**config.mk**
```make
export PLATFORM = sky130hd
export DESIGN_NAME = breakpoint_range_matcher
export DESIGN_NICKNAME = d
export VERILOG_FILES = /design/src/design/brm_pkg.sv /design/src/design/breakpoint_range_matcher.sv /design/src/design/brm_cell.sv
export SDC_FILE = /design/constraint.sdc
export NUM_CORES = 2
export LEC_CHECK = 0
export BUFFER_PORTS_ARGS = -buffer_cell sky130_fd_sc_hd__buf_2
export CAP_MARGIN = 25
export CORE_ASPECT_RATIO = 0.5
export CORE_MARGIN = 1.5
export CORE_UTILIZATION = 45
export DETAILED_ROUTE_END_ITERATION = 7
export RECOVER_POWER = 50
export SYNTH_ARGS = -nofsm -noshare
export SYNTH_HDL_FRONTEND = slang
export SYNTH_SLANG_ARGS = --single-unit
```
**constraint.sdc**
```tcl
create_clock -name clk -period 6.4 [get_ports clk]
set_input_delay 1.6 -clock clk [delete_from_list [all_inputs] [get_ports clk]]
set_output_delay 1.6 -clock clk [all_outputs]
set_load 0.05 [all_outputs]
```
**src/design/brm_pkg.sv**
```systemverilog
package brm_pkg;

    // Item kinds
    localparam logic [1:0] KIND_ADD   = 2'd0;
    localparam logic [1:0] KIND_DEL   = 2'd1;
    localparam logic [1:0] KIND_CHECK = 2'd2;
    localparam logic [1:0] KIND_CLEAR = 2'd3;

    // Result status codes
    localparam logic [1:0] ST_OK       = 2'd0;
    localparam logic [1:0] ST_FULL     = 2'd1;
    localparam logic [1:0] ST_NOTFOUND = 2'd2;

    // Register index of the enable bit
    localparam logic REG_ENABLE = 1'b0;

    typedef struct packed {
        logic [1:0]  kind;
        logic [23:0] address;
        logic [15:0] length;
        logic [2:0]  type_mask;
    } brm_in_t;

    typedef struct packed {
        logic       hit;
        logic [1:0] status;
        logic [4:0] entry_count;
    } brm_out_t;

    typedef struct packed {
        logic        valid;
        logic [2:0]  type_mask;
        logic [23:0] start;
        logic [15:0] span;
    } brm_entry_t;

    typedef struct packed {
        logic capture;  // register compare flags against the incoming word
        logic clear;    // drop the entry
        logic shift;    // take the neighbour's entry
        logic load;     // write the held word as a new entry
    } brm_cell_ctrl_t;

endpackage

```
**src/design/breakpoint_range_matcher.sv**
```systemverilog
// Channel   Direction  Handshake           Payload
// req       in         req_valid/req_stall brm_in_t  (kind, address, length, type_mask)
// rsp       out        rsp_valid/rsp_stall brm_out_t (hit, status, entry_count)
// apb       in         psel/penable/pready enable bit at byte address 0
//
// Each word goes through compare and commit: at acceptance every cell registers its compare
// flags against the word; in the next cycle the table commits (append, gap
// closing shift, clear) and the result is loaded into the output register.
// A new word is not taken while the table is still committing the previous one.
// Reset empties the table and clears enable; entry payloads are not reset.
// A stalled result holds in the output register; a new word is taken only
// once that register is free or being taken in the same cycle.
module breakpoint_range_matcher #(
    parameter int NUM_ENTRIES = 16
) (
    input  logic              clk,
    input  logic              rst_n,
    input  logic              req_valid,
    output logic              req_stall,
    input  brm_pkg::brm_in_t  req_word,
    output logic              rsp_valid,
    input  logic              rsp_stall,
    output brm_pkg::brm_out_t rsp_word,
    input  logic              psel,
    input  logic              penable,
    input  logic              pwrite,
    input  logic [2:0]        paddr,
    input  logic [31:0]       pwdata,
    output logic [31:0]       prdata,
    output logic              pready
);
    import brm_pkg::*;

    localparam int CW = $clog2(NUM_ENTRIES + 1);

    // Inclusive prefix OR, log-depth
    function automatic logic [NUM_ENTRIES-1:0] prefix_or(input logic [NUM_ENTRIES-1:0] v);
        logic [NUM_ENTRIES-1:0] acc;
        acc = v;
        for (int s = 1; s < NUM_ENTRIES; s = s * 2)
        begin
            acc = acc | (acc << s);
        end
        return acc;
    endfunction

    logic                   enable_reg;
    logic                   busy_reg;
    brm_in_t                item_reg;
    logic [CW-1:0]          held_reg, held_next;
    logic                   rsp_valid_reg;
    brm_out_t               rsp_word_reg;
    brm_out_t               result;

    logic                   accept, commit, table_full, found;
    logic [NUM_ENTRIES-1:0] del_vec, chk_vec, drop_vec, load_vec;
    brm_cell_ctrl_t         cell_ctrl [NUM_ENTRIES];
    brm_entry_t             chain     [NUM_ENTRIES+1];

    // Configuration port: always ready, one register
    assign pready = 1'b1;
    assign prdata = (paddr[2] == REG_ENABLE) ? {31'b0, enable_reg} : 32'b0;

    always_ff @(posedge clk or negedge rst_n)
    begin
        if (!rst_n)
        begin
            enable_reg <= 1'b0;
        end
        else if (psel && penable && pwrite && (paddr[2] == REG_ENABLE))
        begin
            enable_reg <= pwdata[0];
        end
    end

    // Handshake: hold off while committing or while a result stalls
    assign req_stall = busy_reg || (rsp_valid_reg && rsp_stall);
    assign accept    = req_valid && !req_stall;
    assign commit    = busy_reg;

    // Row of cells; the last one sees an empty neighbour
    assign chain[NUM_ENTRIES] = '0;

    genvar k;
    generate
        for (k = 0; k < NUM_ENTRIES; k++)
        begin : g_cell
            assign cell_ctrl[k] = '{capture: accept,
                                    clear:   commit && (item_reg.kind == KIND_CLEAR),
                                    shift:   drop_vec[k],
                                    load:    load_vec[k]};
            brm_cell u_cell (
                .clk        (clk),
                .rst_n      (rst_n),
                .ctrl       (cell_ctrl[k]),
                .probe      (req_word),
                .item       (item_reg),
                .next_entry (chain[k+1]),
                .entry      (chain[k]),
                .del_match  (del_vec[k]),
                .chk_match  (chk_vec[k])
            );
            assign load_vec[k] = commit && (item_reg.kind == KIND_ADD) && !table_full
                                 && (held_reg == CW'(k));
        end
    endgenerate

    // Oldest matching entry and everything above it move down one place
    assign drop_vec   = (commit && (item_reg.kind == KIND_DEL)) ? prefix_or(del_vec) : '0;
    assign found      = |del_vec;
    assign table_full = (held_reg == CW'(NUM_ENTRIES));

    always_comb
    begin
        held_next     = held_reg;
        result.hit    = 1'b0;
        result.status = ST_OK;
        unique case (item_reg.kind)
            KIND_ADD:
            begin
                if (table_full)
                begin
                    result.status = ST_FULL;
                end
                else
                begin
                    held_next = held_reg + CW'(1);
                end
            end
            KIND_DEL:
            begin
                if (found)
                begin
                    held_next = held_reg - CW'(1);
                end
                else
                begin
                    result.status = ST_NOTFOUND;
                end
            end
            KIND_CHECK:
            begin
                result.hit = enable_reg && (|chk_vec);
            end
            KIND_CLEAR:
            begin
                held_next = '0;
            end
            default:
            begin
                held_next = held_reg;
            end
        endcase
        // Count reported modulo 32
        result.entry_count = 5'(held_next);
    end

    always_ff @(posedge clk or negedge rst_n)
    begin
        if (!rst_n)
        begin
            busy_reg      <= 1'b0;
            held_reg      <= '0;
            rsp_valid_reg <= 1'b0;
        end
        else
        begin
            busy_reg <= accept;
            if (commit)
            begin
                held_reg      <= held_next;
                rsp_valid_reg <= 1'b1;
            end
            else if (rsp_valid_reg && !rsp_stall)
            begin
                rsp_valid_reg <= 1'b0;
            end
        end
    end

    always_ff @(posedge clk)
    begin
        if (accept)
        begin
            item_reg <= req_word;
        end
        if (commit)
        begin
            rsp_word_reg <= result;
        end
    end

    assign rsp_valid = rsp_valid_reg;
    assign rsp_word  = rsp_word_reg;

    // Checks
    a_busy_blocks: assert property (@(posedge clk) disable iff (!rst_n)
        busy_reg |-> req_stall)
        else $error("word accepted during commit");

    a_out_free: assert property (@(posedge clk) disable iff (!rst_n)
        busy_reg |-> !rsp_valid_reg)
        else $error("commit would overwrite a pending result");

    a_count_range: assert property (@(posedge clk) disable iff (!rst_n)
        held_reg <= CW'(NUM_ENTRIES))
        else $error("entry count beyond table depth");

    a_one_load: assert property (@(posedge clk) disable iff (!rst_n)
        $onehot0(load_vec))
        else $error("more than one cell loaded");

    a_valid_prefix: assert property (@(posedge clk) disable iff (!rst_n)
        commit && (item_reg.kind == KIND_DEL) && found |=> held_reg == $past(held_reg) - CW'(1))
        else $error("delete did not shrink the table");

endmodule

```
**src/design/brm_cell.sv**
```systemverilog
module brm_cell (
    input  logic                    clk,
    input  logic                    rst_n,
    input  brm_pkg::brm_cell_ctrl_t ctrl,
    input  brm_pkg::brm_in_t        probe,
    input  brm_pkg::brm_in_t        item,
    input  brm_pkg::brm_entry_t     next_entry,
    output brm_pkg::brm_entry_t     entry,
    output logic                    del_match,
    output logic                    chk_match
);
    import brm_pkg::*;

    logic        valid_reg, valid_next;
    logic [2:0]  type_reg, type_next;
    logic [23:0] start_reg, start_next;
    logic [15:0] span_reg, span_next;
    logic        del_match_reg, chk_match_reg;
    logic        del_hit, chk_hit;
    logic        overlap;
    logic [24:0] upper_bound, access_end;

    // Compare the incoming word with this entry
    assign overlap     = (type_reg & probe.type_mask) != 3'b000;
    assign upper_bound = {1'b0, start_reg} + {9'b0, span_reg};
    assign access_end  = {1'b0, probe.address} + {9'b0, probe.length};
    assign del_hit     = valid_reg && overlap && (start_reg == probe.address);
    assign chk_hit     = valid_reg && overlap
                         && ({1'b0, probe.address} <= upper_bound)
                         && (access_end >= {1'b0, start_reg});

    always_comb
    begin
        valid_next = valid_reg;
        type_next  = type_reg;
        start_next = start_reg;
        span_next  = span_reg;
        if (ctrl.clear)
        begin
            valid_next = 1'b0;
        end
        else if (ctrl.shift)
        begin
            valid_next = next_entry.valid;
            type_next  = next_entry.type_mask;
            start_next = next_entry.start;
            span_next  = next_entry.span;
        end
        else if (ctrl.load)
        begin
            valid_next = 1'b1;
            type_next  = item.type_mask;
            start_next = item.address;
            span_next  = item.length;
        end
    end

    always_ff @(posedge clk or negedge rst_n)
    begin
        if (!rst_n)
        begin
            valid_reg     <= 1'b0;
            del_match_reg <= 1'b0;
            chk_match_reg <= 1'b0;
        end
        else
        begin
            valid_reg <= valid_next;
            if (ctrl.capture)
            begin
                del_match_reg <= del_hit;
                chk_match_reg <= chk_hit;
            end
        end
    end

    always_ff @(posedge clk)
    begin
        type_reg  <= type_next;
        start_reg <= start_next;
        span_reg  <= span_next;
    end

    assign entry     = '{valid: valid_reg, type_mask: type_reg, start: start_reg,
                         span: span_reg};
    assign del_match = del_match_reg;
    assign chk_match = chk_match_reg;

endmodule
```
# Yosys cells after proc, flatten, opt, wreduce, memory -nomap -nowiden

Index checks and enable logic that the tools add are counted.

Add/sub/neg operators: 19
Bitwise operators: 22
Equal/unequal tests: 35
Reductions and logical operators: 164
Order comparisons: 32
Multiplexer cells: 151

Operators with widths:

| operator                                             | count |
|---|---|
| 2-to-1 mux 24 bit                                    | 31 |
| 2-to-1 mux 16 bit                                    | 32 |
| adder 24 x 16 -> 25 bit                              | 17 |
| >= comparator 25 x 24 -> 1 bit                       | 16 |
| <= comparator 24 x 25 -> 1 bit                       | 16 |
| equality test 24 bit                                 | 16 |
| nonzero test 3 bit                                   | 32 |
| 2-to-1 mux 3 bit                                     | 31 |
| logical AND 1 bit                                    | 91 |
| OR 16 bit                                            | 4 |
| 2-to-1 mux 1 bit                                     | 52 |
| AND 3 bit                                            | 16 |
| equality test 5 x 4 -> 1 bit (second input constant) | 8 |
| nonzero test 2 bit                                   | 17 |
| AND reduction 2 bit                                  | 16 |
| OR reduction 16 bit                                  | 2 |
| equality test 5 x 3 -> 1 bit (second input constant) | 4 |
| case mux 5 bit (3 select lines)                      | 1 |
| equality test 5 x 2 -> 1 bit (second input constant) | 2 |
| 2-to-1 mux 5 bit                                     | 2 |
| adder 5 x 1 -> 5 bit (second input constant)         | 1 |
| equality test 5 x 1 -> 1 bit (second input constant) | 1 |
| equality test 5 bit (second input constant)          | 1 |
| zero test 5 bit                                      | 1 |
| 9 further kinds                                      | 13 |

Output and inout port bits: 43
Word-level logic and storage cells: 530
Input bits: 87
Flip-flop bits (word level): 797

# Longest topological paths before layout

Depth after elaboration: 7
Mapped depth: 20
Depth with buffers taken out: 20

# Modules after synthesis

Synthesis repeated with hierarchy kept, for this count alone.

Cells, all modules: 8,595
Area, all modules: 83,979.3 sq um

Modules (own cells, without submodules):

| module                            | cells each | seq. area each (sq um) | area each (sq um) | instances |
|---|---|---|---|---|
| brm_cell at g_cell[11].u_cell ... | 528        | 1,366.3                | 5,101.1           | 6 |
| brm_cell at g_cell[0].u_cell ...  | 507        | 1,366.3                | 4,997.3           | 3 |
| brm_cell at g_cell[7].u_cell ...  | 530        | 1,366.3                | 5,102.4           | 2 |
| brm_cell at g_cell[10].u_cell     | 520        | 1,366.3                | 5,086.1           | 1 |
| brm_cell at g_cell[6].u_cell      | 531        | 1,366.3                | 5,086.1           | 1 |
| brm_cell at g_cell[15].u_cell     | 521        | 1,366.3                | 5,034.8           | 1 |
| brm_cell at g_cell[12].u_cell     | 504        | 1,366.3                | 5,019.8           | 1 |
| brm_cell at g_cell[9].u_cell      | 510        | 1,366.3                | 4,964.8           | 1 |
| breakpoint_range_matcher          | 260        | 1,791.7                | 2,984.1           | 1 |

# Worst setup path after synthesis

Ideal clock, no wire load.

Path type: input-to-reg
Start: input port req_word[3] (netlist name)
End: register g_cell[1].u_cell.chk_match_reg
Buffers on the path: 0
Library setup time: 140 ps
Arrival time: 5,951 ps
Setup slack: 310 ps
Stages on the path: 19
Data required time: 6,260 ps
Cells stage by stage: ha_1 > fa_1 > a211oi_2 > o21a_1 > o21ai_1 > o31a_1 > a211o_1 > o31ai_1 > nor2_1 > xor2_1 > ha_1 > nand4_1 > o21ai_0 > nand3_1 > a21oi_1 > o311ai_0 > a21oi_1 > a2111oi_0 > a211oi_1

Longest elaborated chain between the ends: 3

Ends and longest elaborated chain:

| what                           | RTL line                       | source |
|---|---|---|
| from (decl)                    | breakpoint_range_matcher.sv:20 | `input brm_pkg::brm_in_t req_word,` |
| adder 24 x 16 -> 25 bit        | brm_cell.sv:26                 | `assign access_end = {1'b0, probe.address} + {9'b0, probe.length};` |
| >= comparator 25 x 24 -> 1 bit | brm_cell.sv:30                 | `&& (access_end >= {1'b0, start_reg});` |
| logical AND 1 bit              | brm_cell.sv:30                 |  |
| to (signal assigned)           | brm_cell.sv:72                 | `chk_match_reg <= chk_hit;` |
| to (decl)                      | brm_cell.sv:18                 | `logic del_match_reg, chk_match_reg;` |

Every way passes these cells.
A chain may end at the register's enable or synchronous reset.

# Worst setup path in the final report

Start: input port req_word[20] (netlist name)
End: register g_cell[12].u_cell.chk_match_reg

Longest elaborated chain between the ends: 3
Elaborated cells between the ends (all ways): 5
Those cells by class: add/sub (1); order compare (2); reduce/logical (2)

Ends and longest elaborated chain:

| what                                                                             | RTL line |
|---|---|
| adder 24 x 16 -> 25 bit / <= comparator 24 x 25 -> 1 bit (equally long branches) | brm_cell.sv:26, brm_cell.sv:29 |
| >= comparator 25 x 24 -> 1 bit / logical AND 1 bit (equally long branches)       | brm_cell.sv:30, brm_cell.sv:29 |
| logical AND 1 bit (*)                                                            | brm_cell.sv:30 |
| to (signal assigned)                                                             | brm_cell.sv:72 |
| to (decl)                                                                        | brm_cell.sv:18 |

Every way passes the cells marked *; elsewhere a longest branch is shown, timed or not.

==> metrics.txt <==
Vias/cell=6.27; CTS sink cnt=797; latest clock arrival within the worst-skew pair=720 ps; first-pass GRT wire length=407 mm; row cnt=101; register area share after synthesis=34.2%; Routed WL per cell=30.9 um; share of the synthesized area in the top cell type=32.1%; failing checks=max-capacitance violations, max-slew violations; Distinct cells, synth=84; Worst path max stage delay=2340 ps; Leak Pwr=32.7 nW; CTS Hold Buffers Added=0; Initial Util=45.5%; CORE AREA=152000 um2; Finished Core Util=50.1%; Final Hold Viols=0; CP required=7020 ps; Chip Width=558 um; Die H=280 um; post-route ant nets=0; Slew headroom=-124%; Non-Filler Cell Area, Final=76400 um2; fillcell total=14200; cell area power density=198 nW/um2; Placed Area=73500 um2; crit path launch type=primary input; Hold Startpoint=g_cell[8].u_cell.del_match; GRT overflow=0; Async SR Flop Fraction=7.03%; global-route usage over all layers=36.9%; DRT iter0 DRCs=7801; CP Max Fanout=21; Power Total=15.1 mW; clk root buf=clkbuf_16; WP data arrival=6900 ps; clock transition at the registers of the reported paths=70 ps; Total Wirelength=292 mm; port buffer count=64; most frequent CP cell=buf_4; # setup viols final=0; H-tree depth=3; most common cell in the netlist=ha_1; CTS max path bufs=3; crit path cell chain=buf_4 > buf_4 > clkbuf_1 > ha_1 > a21oi_1 > o21ai_0 > a2111oi_0 > a31oi_1 > o21a_1 > o41a_1 > a211oi_1; Min Clock Period, post-route=6280 ps; setup bufs post-CTS=0; Worst setup startpoint=req_word[20]; ratio of cells with drive above 1 in the final layout=10.0%; DRC Markers=0; RR Startpoint=busy_reg; Synth Cell Area=69200 um2; RSZ-0062 raised after global routing=no; Slew @ Worst Pin=3330 ps; synthesized instance count=7170; max reg flops=384; Synth Flop Type=edfxtp_1; vias in the first global route=55000; Post-synth top cells=ha_1 (1046), edfxtp_1 (741), nand2_1 (727); die footprint=156000 um2; worst hold-check path type=reg -> reg; final-stage net count=8445; fin cells=9440; status=finished, violations left; worst-case clock skew=29.0 ps; Setup TNS=0 ps; detailed placement HPWL=208 mm; flops & latches, synth=797; IO Pins=130; EDFF count, synth=741; R2R setup slack=700 ps; leading area contributor after synthesis=edfxtp_1; final slew viol count=721; Cells after DPL=9266; DRT Pass-1 Iters=8; Layout Area Growth over Synthesis=10.3%; pin count of the biggest net entering global routing=71; antenna violations before repair=28; max-cap viol count=26; fmax=0.159 GHz; via count=59200; VDD IR max=0.191 mV; CP endpoint kind=register; total CTS buffers=85; Ys Warns=0; Mapped Avg Cell Area=9.66 um2; routability cong.=1.04; WS Path Type=in -> reg; CP max-delay cell=clkbuf_1; post-route clock period utilization=98.1%; CTS tree=done; Area contributors post-synth=edfxtp_1 (32%), ha_1 (19%), xnor2_1 (5.0%), mux2_2 (4.9%), xor2_1 (4.2%); post-cts resize count=0
through the flow:
| stage | hold WS, ps | worst slack, ps |
|---|---|---|
| 6_report | 496 | 119 |
| 2_1_floorplan | 444 | 310 |
| 3_5_place_dp | 486 | 186 |
| 4_1_cts | 500 | 907 |
| 3_3_place_gp | 467 | 223 |
| 5_1_grt | 560 | 391 |
cells in the final DEF, fill, tap and decap left out, types with 56 or more instances in the layout:
master | netlist | layout
a21o_1 | 239 | 239
nor4_1 | 88 | 87
nand4_1 | 196 | 196
o211ai_1 | 57 | 57
clkbuf_16 | 0 | 87
xor2_1 | 329 | 324
nor2_1 | 286 | 281
inv_1 | 478 | 477
nor3_1 | 108 | 108
xnor2_1 | 398 | 383
o21a_1 | 67 | 67
nand2_1 | 727 | 723
mux2_2 | 302 | 293
o21ai_0 | 574 | 560
nand2b_1 | 67 | 67
nand3_1 | 112 | 112
nor2b_1 | 140 | 140
dfrtp_1 | 56 | 56
buf_4 | 32 | 158
ha_1 | 1046 | 1046
a21oi_1 | 375 | 373
clkbuf_1 | 205 | 66
edfxtp_1 | 741 | 741
worst max-delay path: cells and delay by family:
kind                     cells  cell delay (ps)
buffers and inverters        3             3030
adder cells (fa/ha/maj)      1              580
AO/OA/AOI/OAI                7             1560
cells by family after synthesis:
group	after synthesis	share of synthesized area [%]
flops	797	34.2
buf+inv	739	4.19
compound gates	1667	15.1
fa+ha+maj	1063	19.4
simple gates	1869	13.0
xor+xnor	727	9.20
other cells	2	0.0108
mux	306	4.97
power breakdown:
| part | leakage, nW | internal (mW) | switching [mW] |
|---|---|---|---|
| registers | 7.46 | 5.84 | 0.191 |
| logic | 23.8 | 1.17 | 2.32 |
| clock network | 1.44 | 3.16 | 2.42 |
final timing paths:
check / end / cells after the start
worst max-delay path: g_cell[12].u_cell.chk_match / 11
worst min-delay path: g_cell[8].u_cell.del_match / 2
worst max register to register: g_cell[0].u_cell.span_reg[0] / 8
worst min register to register: g_cell[8].u_cell.del_match / 2
max in group asynchronous: g_cell[1].u_cell.del_match / 2
min in group asynchronous: held_reg[3] / 1
cell type report:
cell class / count / area, um2 / area share [%]
Multi-Input combinational cell: 5664 / 43300 / 56.7
Sequential cell: 797 / 23700 / 31.0
Tap cell: 2060 / 2580 / 3.38
Clock buffer: 101 / 2290 / 3.00
Timing Repair Buffer: 269 / 2050 / 2.68
Inverter: 478 / 1790 / 2.35
Clock inverter: 50 / 663 / 0.868
Antenna cell: 21 / 52.6 / 0.0688
per-layer routing:
layer,up-vias,global-route usage (%),share of wire [%]
li1,26500,-,-
met1,28300,49.6,40
met2,3516,52.2,40
met3,822,10.7,13
met4,24,21.8,6.9
met5,-,0,0.054
Note: power is estimated with default switching activity, not from simulation.
